==> config.mk <==
export PLATFORM = sky130hd
export DESIGN_NAME = aabb_sweep_and_prune
export DESIGN_NICKNAME = d
export VERILOG_FILES = /design/src/sv/asp_pkg.sv /design/src/sv/asp_box_mem.sv /design/src/sv/aabb_sweep_and_prune.sv
export SDC_FILE = /design/constraint.sdc
export NUM_CORES = 2
export LEC_CHECK = 0
export BUFFER_PORTS_ARGS = -buffer_cell sky130_fd_sc_hd__buf_2
export CORE_ASPECT_RATIO = 0.9
export CORE_UTILIZATION = 45
export CTS_CLUSTER_SIZE = 16
export DETAILED_ROUTE_END_ITERATION = 10
export SETUP_SLACK_MARGIN = 0.1
export SYNTH_ARGS = -nofsm -noshare
export SYNTH_HDL_FRONTEND = slang
export SYNTH_HIERARCHICAL = 1
export SYNTH_SLANG_ARGS = --single-unit
==> constraint.sdc <==
create_clock -name clk -period 31.2 [get_ports clk]
set_clock_uncertainty 0.05 [all_clocks]
set_input_delay 1.56 -clock clk [delete_from_list [all_inputs] [get_ports clk]]
set_output_delay 1.56 -clock clk [all_outputs]
set_load 0.02 [all_outputs]
==> src/sv/asp_pkg.sv <==
// Shared types and codes for the sweep-and-prune broad-phase block.
package asp_pkg;

  localparam int unsigned FieldCoordBits = 24;

  localparam logic [1:0] KindAdd    = 2'd0;
  localparam logic [1:0] KindRemove = 2'd1;
  localparam logic [1:0] KindTest   = 2'd2;
  localparam logic [1:0] KindUnused = 2'd3;

  localparam logic [1:0] StatusOk       = 2'd0;
  localparam logic [1:0] StatusFull     = 2'd1;
  localparam logic [1:0] StatusNotFound = 2'd2;

  typedef struct packed {
    logic [1:0]                       kind;
    logic [7:0]                       box_id;
    logic [7:0]                       owner_id;
    logic signed [FieldCoordBits-1:0] min_x;
    logic signed [FieldCoordBits-1:0] min_y;
    logic signed [FieldCoordBits-1:0] min_z;
    logic signed [FieldCoordBits-1:0] max_x;
    logic signed [FieldCoordBits-1:0] max_y;
    logic signed [FieldCoordBits-1:0] max_z;
  } in_item_t;

  typedef struct packed {
    logic [1:0] status;
    logic       pair_valid;
    logic [7:0] first_owner;
    logic [7:0] second_owner;
    logic       last;
  } out_item_t;

endpackage

==> src/sv/asp_box_mem.sv <==
// Box store: one synchronous memory holding id, owner and corners per slot.
module asp_box_mem #(
  parameter int unsigned DEPTH = 8,
  parameter int unsigned WIDTH = 160,
  parameter int unsigned AW    = 3
) (
  input  logic             clk,
  input  logic             wr_en,
  input  logic [AW-1:0]    wr_addr,
  input  logic [WIDTH-1:0] wr_data,
  input  logic [AW-1:0]    rd_addr,
  output logic [WIDTH-1:0] rd_data
);

  logic [WIDTH-1:0] mem [DEPTH];

  always_ff @(posedge clk) begin
    if (wr_en) begin
      mem[wr_addr] <= wr_data;
    end
    rd_data <= mem[rd_addr];
  end

endmodule

==> src/sv/aabb_sweep_and_prune.sv <==
// Top level of the sweep-and-prune broad phase: sequencer around the box store.
// An add item or an unused kind gives its result from the output register in the
// cycle after it is taken. A remove searches the store from slot 0, reading and
// checking one slot at a time; when it finds the id it reads the last box and
// writes it into the found slot, giving its result with that write, and an absent
// id gives its result once every stored box has been checked. A test item first
// runs a stable insertion sort on min x through the box memory, which has one read
// and one write port (one read and one write per cycle), and then sweeps the sorted
// store, reading the later box of each candidate pair through the same read port.
// The memory port sets the rate. Results leave through an output register; the
// next item is taken only once all results of the current one have been
// delivered.
module aabb_sweep_and_prune #(
  parameter int unsigned MAX_BOXES  = 8,
  parameter int unsigned COORD_BITS = 24
) (
  input  logic                clk,
  input  logic                rst,
  input  logic                in_valid,
  output logic                in_stall,
  input  asp_pkg::in_item_t   in_data,
  output logic                out_valid,
  input  logic                out_stall,
  output asp_pkg::out_item_t  out_data
);

  localparam int unsigned AW = (MAX_BOXES > 1) ? $clog2(MAX_BOXES) : 1;
  localparam int unsigned CW = $clog2(MAX_BOXES + 1);
  localparam int unsigned WIDTH = 16 + 6 * COORD_BITS;
  localparam int unsigned MaxPairs = 28;

  typedef struct packed {
    logic [7:0]                   owner;
    logic [7:0]                   bid;
    logic signed [COORD_BITS-1:0] lx;
    logic signed [COORD_BITS-1:0] ly;
    logic signed [COORD_BITS-1:0] lz;
    logic signed [COORD_BITS-1:0] hx;
    logic signed [COORD_BITS-1:0] hy;
    logic signed [COORD_BITS-1:0] hz;
  } box_t;

  localparam logic [3:0] StIdle    = 4'd0;
  localparam logic [3:0] StFindRd  = 4'd1;
  localparam logic [3:0] StFindCk  = 4'd2;
  localparam logic [3:0] StRmLast  = 4'd3;
  localparam logic [3:0] StRmWr    = 4'd4;
  localparam logic [3:0] StSortKey = 4'd5;
  localparam logic [3:0] StSortRd  = 4'd6;
  localparam logic [3:0] StSortCk  = 4'd7;
  localparam logic [3:0] StSortPut = 4'd8;
  localparam logic [3:0] StSwA     = 4'd9;
  localparam logic [3:0] StSwB     = 4'd10;
  localparam logic [3:0] StSwCk    = 4'd11;
  localparam logic [3:0] StEmit    = 4'd12;
  localparam logic [3:0] StWait    = 4'd13;

  logic [3:0]    state;
  logic [CW-1:0] count;
  logic [CW-1:0] i_idx;
  logic [CW-1:0] j_idx;
  logic [4:0]    pairs;
  logic [7:0]    rm_id;
  box_t          key;
  box_t          box_a;
  box_t          rd_box;
  logic          wr_en;
  logic [AW-1:0] wr_addr;
  box_t          wr_box;
  logic [AW-1:0] rd_addr;
  logic          wait_done;
  logic          emit;
  asp_pkg::out_item_t emit_data;

  asp_box_mem #(.DEPTH(MAX_BOXES), .WIDTH(WIDTH), .AW(AW)) u_mem (
    .clk     (clk),
    .wr_en   (wr_en),
    .wr_addr (wr_addr),
    .wr_data (wr_box),
    .rd_addr (rd_addr),
    .rd_data (rd_box)
  );

  logic out_free;
  assign out_free = !out_valid || !out_stall;
  assign in_stall = (state != StIdle) || !out_free;

  function automatic logic signed [COORD_BITS-1:0] cut(
    input logic signed [asp_pkg::FieldCoordBits-1:0] v);
    cut = COORD_BITS'(v);
  endfunction

  box_t new_box;
  always_comb begin
    new_box.owner = in_data.owner_id;
    new_box.bid   = in_data.box_id;
    new_box.lx    = cut(in_data.min_x);
    new_box.ly    = cut(in_data.min_y);
    new_box.lz    = cut(in_data.min_z);
    new_box.hx    = cut(in_data.max_x);
    new_box.hy    = cut(in_data.max_y);
    new_box.hz    = cut(in_data.max_z);
  end

  logic ovl;
  assign ovl = !(box_a.hx < rd_box.lx || box_a.hy < rd_box.ly || box_a.hz < rd_box.lz ||
                 rd_box.hx < box_a.lx || rd_box.hy < box_a.ly || rd_box.hz < box_a.lz);

  logic accept;
  assign accept = in_valid && !in_stall;

  // Memory port control, decided by state.
  always_comb begin
    wr_en   = 1'b0;
    wr_addr = '0;
    wr_box  = key;
    rd_addr = '0;
    unique case (state)
      StIdle: begin
        if (accept && in_data.kind == asp_pkg::KindAdd && count < CW'(MAX_BOXES)) begin
          wr_en   = 1'b1;
          wr_addr = count[AW-1:0];
          wr_box  = new_box;
        end
      end
      StFindRd:  rd_addr = i_idx[AW-1:0];
      StRmLast:  rd_addr = AW'(count - 1'b1);
      StRmWr: begin
        wr_en   = 1'b1;
        wr_addr = i_idx[AW-1:0];
        wr_box  = rd_box;
      end
      StSortKey: rd_addr = i_idx[AW-1:0];
      StSortRd:  rd_addr = AW'(j_idx - 1'b1);
      StSortCk: begin
        if (rd_box.lx > key.lx) begin
          wr_en   = 1'b1;
          wr_addr = j_idx[AW-1:0];
          wr_box  = rd_box;
        end
      end
      StSortPut: begin
        wr_en   = 1'b1;
        wr_addr = j_idx[AW-1:0];
        wr_box  = key;
      end
      StSwA:     rd_addr = i_idx[AW-1:0];
      // The later box at j is read again while it is checked and while its pair waits.
      StSwB, StSwCk, StEmit: rd_addr = j_idx[AW-1:0];
      default: ;
    endcase
  end

  // Result to load into the output register this cycle, if any.
  always_comb begin
    emit      = 1'b0;
    emit_data = '0;
    unique case (state)
      StIdle: begin
        if (accept && in_data.kind != asp_pkg::KindRemove &&
            in_data.kind != asp_pkg::KindTest) begin
          emit           = 1'b1;
          emit_data.last = 1'b1;
          if (in_data.kind == asp_pkg::KindAdd && count >= CW'(MAX_BOXES)) begin
            emit_data.status = asp_pkg::StatusFull;
          end
        end
      end
      StFindRd: begin
        if (i_idx >= count) begin
          emit             = 1'b1;
          emit_data.status = asp_pkg::StatusNotFound;
          emit_data.last   = 1'b1;
        end
      end
      StRmWr: begin
        emit           = 1'b1;
        emit_data.last = 1'b1;
      end
      StEmit: begin
        if (out_free) begin
          emit                   = 1'b1;
          emit_data.pair_valid   = 1'b1;
          emit_data.first_owner  = box_a.owner;
          emit_data.second_owner = rd_box.owner;
        end
      end
      StWait: begin
        if (out_free) begin
          emit           = 1'b1;
          emit_data.last = 1'b1;
        end
      end
      default: ;
    endcase
  end

  always_ff @(posedge clk) begin
    if (rst) begin
      out_valid <= 1'b0;
    end else if (emit) begin
      out_valid <= 1'b1;
    end else if (!out_stall) begin
      out_valid <= 1'b0;
    end
    if (emit) begin
      out_data <= emit_data;
    end
  end

  always_ff @(posedge clk) begin
    if (rst) begin
      state     <= StIdle;
      count     <= '0;
      i_idx     <= '0;
      j_idx     <= '0;
      pairs     <= '0;
      wait_done <= 1'b0;
    end else begin
      unique case (state)
        StIdle: begin
          if (accept) begin
            rm_id <= in_data.box_id;
            pairs <= '0;
            i_idx <= (in_data.kind == asp_pkg::KindTest) ? CW'(1) : '0;
            if (in_data.kind == asp_pkg::KindAdd && count < CW'(MAX_BOXES)) begin
              count <= count + 1'b1;
            end
            if (in_data.kind == asp_pkg::KindRemove) begin
              state <= StFindRd;
            end else if (in_data.kind == asp_pkg::KindTest) begin
              state <= StSortKey;
            end
          end
        end
        StFindRd: begin
          if (i_idx >= count) begin
            state <= StIdle;
          end else begin
            state <= StFindCk;
          end
        end
        StFindCk: begin
          if (rd_box.bid == rm_id) begin
            state <= StRmLast;
          end else begin
            i_idx <= i_idx + 1'b1;
            state <= StFindRd;
          end
        end
        StRmLast: state <= StRmWr;
        StRmWr: begin
          count <= count - 1'b1;
          state <= StIdle;
        end
        StSortKey: begin
          if (i_idx >= count) begin
            i_idx <= '0;
            j_idx <= CW'(1);
            state <= StSwA;
          end else begin
            j_idx <= i_idx;
            state <= StSortRd;
          end
        end
        StSortRd: begin
          if (j_idx == i_idx) begin
            key <= rd_box;
          end
          if (j_idx == '0) begin
            state <= StSortPut;
          end else begin
            state <= StSortCk;
          end
        end
        StSortCk: begin
          if (rd_box.lx > key.lx) begin
            j_idx <= j_idx - 1'b1;
            state <= StSortRd;
          end else begin
            state <= StSortPut;
          end
        end
        StSortPut: begin
          i_idx <= i_idx + 1'b1;
          state <= StSortKey;
        end
        // Sweep: box_a is the earlier box, rd_box the later candidate.
        StSwA: begin
          if (i_idx >= count) begin
            state <= StWait;
            wait_done <= 1'b1;
          end else begin
            j_idx <= i_idx + 1'b1;
            state <= StSwB;
          end
        end
        StSwB: begin
          if (j_idx == i_idx + 1'b1) begin
            box_a <= rd_box;
          end
          if (j_idx >= count) begin
            i_idx <= i_idx + 1'b1;
            state <= StSwA;
          end else begin
            state <= StSwCk;
          end
        end
        StSwCk: begin
          if (rd_box.lx > box_a.hx) begin
            i_idx <= i_idx + 1'b1;
            state <= StSwA;
          end else if (ovl && pairs < 5'(MaxPairs)) begin
            state <= StEmit;
          end else begin
            j_idx <= j_idx + 1'b1;
            state <= StSwB;
          end
        end
        StEmit: begin
          if (out_free) begin
            pairs <= pairs + 1'b1;
            j_idx <= j_idx + 1'b1;
            state <= StSwB;
          end
        end
        StWait: begin
          if (out_free) begin
            wait_done <= 1'b0;
            state     <= StIdle;
          end
        end
        default: state <= StIdle;
      endcase
    end
  end

  // StSwB loads box i into box_a only when j is i+1; the read port holds box j
  // through the check and any wait to emit its pair.

  assert property (@(posedge clk) disable iff (rst) count <= CW'(MAX_BOXES))
    else $error("box count above store size");
  assert property (@(posedge clk) disable iff (rst) accept |-> state == StIdle)
    else $error("item accepted while busy");
  assert property (@(posedge clk) disable iff (rst)
    (out_valid && out_data.pair_valid) |-> !out_data.last)
    else $error("pair result marked last");
  assert property (@(posedge clk) disable iff (rst) wait_done |-> state == StWait)
    else $error("end marker flag outside wait state");

endmodule

==> impl_summary.log <==
[metrics] Vias/cell: 5.819
[metrics] Max stage delay on crit path: 0.88 ns
[metrics] sort of element at the end of the critical path: flip-flop
[metrics] most repeated library cell on the critical path: sky130_fd_sc_hd__buf_4
[metrics] H-tree level count: 4
[metrics] buffer cell driving the clock tree root: sky130_fd_sc_hd__clkbuf_16
[metrics] worst-path maximum fanout: 52
[metrics] combined area of all synthesized cells: 73050 um2
[metrics] cells traversed along the worst timing path: inv_1 -> ha_1 -> nand4_1 -> nor4_1 -> o21ai_0 -> a21oi_1 -> o31ai_4 -> nor2_1 -> a21oi_1 -> o21ai_0 -> nand2_1 -> nor2_4 -> buf_4 -> buf_4 -> buf_4
[metrics] worst hold path depth: 0
[metrics] setup tns final: 0 ns
[metrics] Power Density: 69.09 nW/um2
[metrics] Stages on worst setup path: 15
[metrics] wire length of the first global-routing pass: 259.1 mm
[metrics] clk buf depth: 3
[metrics] ys async rst share: 0%
[metrics] fraction of layout instances using a drive strength above 1: 17.90%
[metrics] #FFs+latches synth: 1802
[metrics] critical path launch point type: flip-flop
[metrics] static leakage: 28.10 nW
[metrics] number of buffers inserted during clock tree synthesis: 178
[metrics] synthesis-to-finish area growth: 12.52%
[metrics] worst min-delay path class: reg -> reg
[metrics] largest net degree at the start of global routing: 160
[metrics] prevailing post-synth register cell: sky130_fd_sc_hd__edfxtp_1
[metrics] Worst EP required: 31.55 ns
[metrics] worst slew margin relative to its limit: 11.80%
[metrics] Port Buffer Count: 187
[metrics] result of the run: finished, final reports clean
[metrics] clock tree from TritonCTS: built
[metrics] detailed-router iteration count before antenna repair: 6
[metrics] Final nets: 4578
[metrics] cell depth of the worst flop-to-flop path: 15
[metrics] number of warnings issued by yosys: 6
[metrics] post-route cell area: 82200 um2
[metrics] endpoints failing setup: 0
[metrics] final worst-path cycle share: 22.64%
[metrics] post-detailed-placement cell area: 76090 um2
[metrics] Routability Congestion: 0.8994
[metrics] number of hold buffers added after cts: 0
[metrics] top cell type's share of synthesized area: 66.59%
[metrics] post-CTS setup buffer count: 0
[metrics] overall overflow remaining after global route: 0
[metrics] peak supply drop: 48.98 uV
[metrics] routed len/inst: 27.10 um
[metrics] DRC marker count from the first detailed-route iteration: 3300
[metrics] boundary pin count: 188
[metrics] number of enable flip-flop cells after synthesis: 1620
[metrics] syn avg cell area: 18.24 um2
[metrics] max cap viols: 0
[metrics] Antenna Violating Nets Remaining: 0
[metrics] vias post-DR: 37840
[metrics] highest attainable clock frequency: 0.1415 GHz
[metrics] Area contributors post-synth: sky130_fd_sc_hd__edfxtp_1, sky130_fd_sc_hd__mux4_1, sky130_fd_sc_hd__dfxtp_1
[metrics] number of clock sinks: 1802
[metrics] clk slew on worst S/H paths: 0.06 ns
[metrics] largest delay contributor family on the critical path: buffers and inverters
[metrics] GRT Overall Usage: 21.53%
[metrics] setup repair after global routing missed its margin: no
[metrics] post-synth cell types: 69
[metrics] share of synthesized area occupied by flip-flops and latches: 71.58%
[metrics] Resized Gates After CTS: 0
[metrics] Die Area: 164000 um2
[metrics] synthesized net count: 4352
[metrics] via count of the first global-routing pass: 38060
[metrics] Rows: 139
[metrics] Buffers & Inverters on Critical Path: 4
[metrics] Initial Utilization: 45.56%
[metrics] half-perimeter wire length of the detailed placement result: 97.30 mm
[metrics] antenna violations before repair: 6
[metrics] final wirelength: 176.2 mm
[metrics] gate count after technology mapping: 4006
[metrics] cell taking the most area after synthesis: sky130_fd_sc_hd__edfxtp_1
[metrics] type of the worst setup path: reg -> reg
[metrics] critical path data arrival time: 7.42 ns
[metrics] final hold vios: 0
[metrics] slowest library cell on the worst path: sky130_fd_sc_hd__buf_4
[metrics] slew at the pin with the worst max-slew slack: 1.323 ns
[metrics] drt drc: 0
[metrics] die height: 384.2 um
[metrics] final period demand of the worst path: 7.065 ns
[metrics] Worst-Skew Late Latency: 0.81 ns
[metrics] Core Region: 160400 um2
[metrics] number of pins with negative max-slew slack in the final report: 0
[metrics] horizontal die dimension: 426.7 um
-- worst reg2reg max path, delay by kind of cell, from the launching register on --
kind,cells,cell delay (ns)
flip-flops,1,0.37
adder cells (fa/ha/maj),1,0.31
AND/OR/NAND/NOR,5,1.96
buffers and inverters,4,2.55
AO/OA/AOI/OAI,5,1.41
-- metrics by stage --
stage | worst slack (ns) | hold slack (ns) | total power, mW | util (%) | instances
2_1_floorplan | 13.92 | 0.3893 | 3.304 | - | 4006
3_3_place_gp | 23.44 | 0.4217 | 3.509 | 47.45 | 6167
3_5_place_dp | 23.31 | 0.4229 | 3.522 | 47.45 | 6167
4_1_cts | 23.98 | 0.4447 | 5.725 | 51.26 | 6500
5_1_grt | 23.70 | 0.4669 | 5.867 | 51.26 | 6500
6_report | 24.14 | 0.4372 | 5.679 | 51.26 | 6503
-- metal layers --
layer | vias to the layer above | share of wire [%] | global-route usage, %
met4 | 4 | 2.4 | 5.589
li1 | 16670 | - | -
met3 | 229 | 4.9 | 3.021
met2 | 1079 | 49 | 35.59
met5 | - | 0.012 | 0
met1 | 19870 | 44 | 30.04
-- synth_stat cells (4+ instances only) --
library cell                instances
sky130_fd_sc_hd__a2111oi_0          7
sky130_fd_sc_hd__a211oi_1           9
sky130_fd_sc_hd__a21boi_0           5
sky130_fd_sc_hd__a21o_1            25
sky130_fd_sc_hd__a21oi_1          229
sky130_fd_sc_hd__a221o_1          163
sky130_fd_sc_hd__a22oi_1            9
sky130_fd_sc_hd__a311oi_1           5
sky130_fd_sc_hd__a31oi_1            8
sky130_fd_sc_hd__a32oi_1            4
sky130_fd_sc_hd__and2_1            17
sky130_fd_sc_hd__and3_1             9
sky130_fd_sc_hd__buf_1             10
sky130_fd_sc_hd__buf_2             43
sky130_fd_sc_hd__buf_4             11
sky130_fd_sc_hd__buf_8             28
sky130_fd_sc_hd__clkbuf_1         100
sky130_fd_sc_hd__dfxtp_1          182
sky130_fd_sc_hd__edfxtp_1        1620
sky130_fd_sc_hd__ha_1             180
sky130_fd_sc_hd__inv_1            187
sky130_fd_sc_hd__mux2_2           160
sky130_fd_sc_hd__mux2i_1            4
sky130_fd_sc_hd__mux4_1           236
sky130_fd_sc_hd__mux4_2            84
sky130_fd_sc_hd__nand2_1          375
sky130_fd_sc_hd__nand2b_1          17
sky130_fd_sc_hd__nand3_1           26
sky130_fd_sc_hd__nand4_1           25
sky130_fd_sc_hd__nor2_1            57
sky130_fd_sc_hd__nor2b_1            9
sky130_fd_sc_hd__nor3_1            21
sky130_fd_sc_hd__nor4_1            10
sky130_fd_sc_hd__o211ai_1           7
sky130_fd_sc_hd__o21a_1             5
sky130_fd_sc_hd__o21ai_0           39
sky130_fd_sc_hd__o21ai_1            4
sky130_fd_sc_hd__or3_1              5
sky130_fd_sc_hd__xnor2_1            6
sky130_fd_sc_hd__xor2_1            16
-- final timing paths --
path                         startpoint                    endpoint  slack (ns)
max                  key[127]$_DFFE_PP_  u_mem/mem[7][79]$_DFFE_PP_       24.14
min          u_mem/rd_data[156]$_DFF_P_        box_a[156]$_DFFE_PP_        0.44
max reg2reg          key[127]$_DFFE_PP_  u_mem/mem[7][79]$_DFFE_PP_       24.14
min reg2reg  u_mem/rd_data[156]$_DFF_P_        box_a[156]$_DFFE_PP_        0.44
-- area by class of cell --
type / count / area (um2)
diodes: 3 / 7.507
fillers: 12940 / 78150
well taps: 2115 / 2646
multi-input cells: 1819 / 18980
repair buffers: 244 / 1476
clock inverters: 75 / 934.6
clock buffers: 258 / 5162
flip-flops and latches: 1802 / 52290
inverters: 187 / 701.9
-- sequential cells by signal (all words and copies together) (netlist names) --
register	count
out_valid	1
state	4
count	4
pairs	5
key	160
rm_id	8
u_mem/mem	1280
j_idx	4
u_mem/rd_data	160
i_idx	4
box_a	152
out_data	20
-- cell families after synthesis --
| logic type | Yosys count | synth area share, % |
|---|---|---|
| simple gates | 584 | 3.482 |
| xor+xnor | 22 | 0.2638 |
| fa+ha+maj | 180 | 3.083 |
| mux | 484 | 13.60 |
| buf+inv | 385 | 2.638 |
| flops | 1802 | 71.58 |
| compound gates | 549 | 5.357 |
-- power by group --
group | switching [mW] | internal [mW]
combinational | 0.368 | 0.188
clock | 0.907 | 1.30
sequential | 0.0693 | 2.84
-- cells in the final DEF, fill, tap and decap left out, types with 160 or more instances in the layout --
cell,n
sky130_fd_sc_hd__ha_1,180
sky130_fd_sc_hd__mux4_1,236
sky130_fd_sc_hd__edfxtp_1,1620
sky130_fd_sc_hd__a221o_1,162
sky130_fd_sc_hd__buf_2,187
sky130_fd_sc_hd__dfxtp_1,182
sky130_fd_sc_hd__a21oi_1,229
sky130_fd_sc_hd__mux2_2,160
sky130_fd_sc_hd__inv_1,187
sky130_fd_sc_hd__nand2_1,374
sky130_fd_sc_hd__clkbuf_16,184
Power figures use the tool's default switching activity.
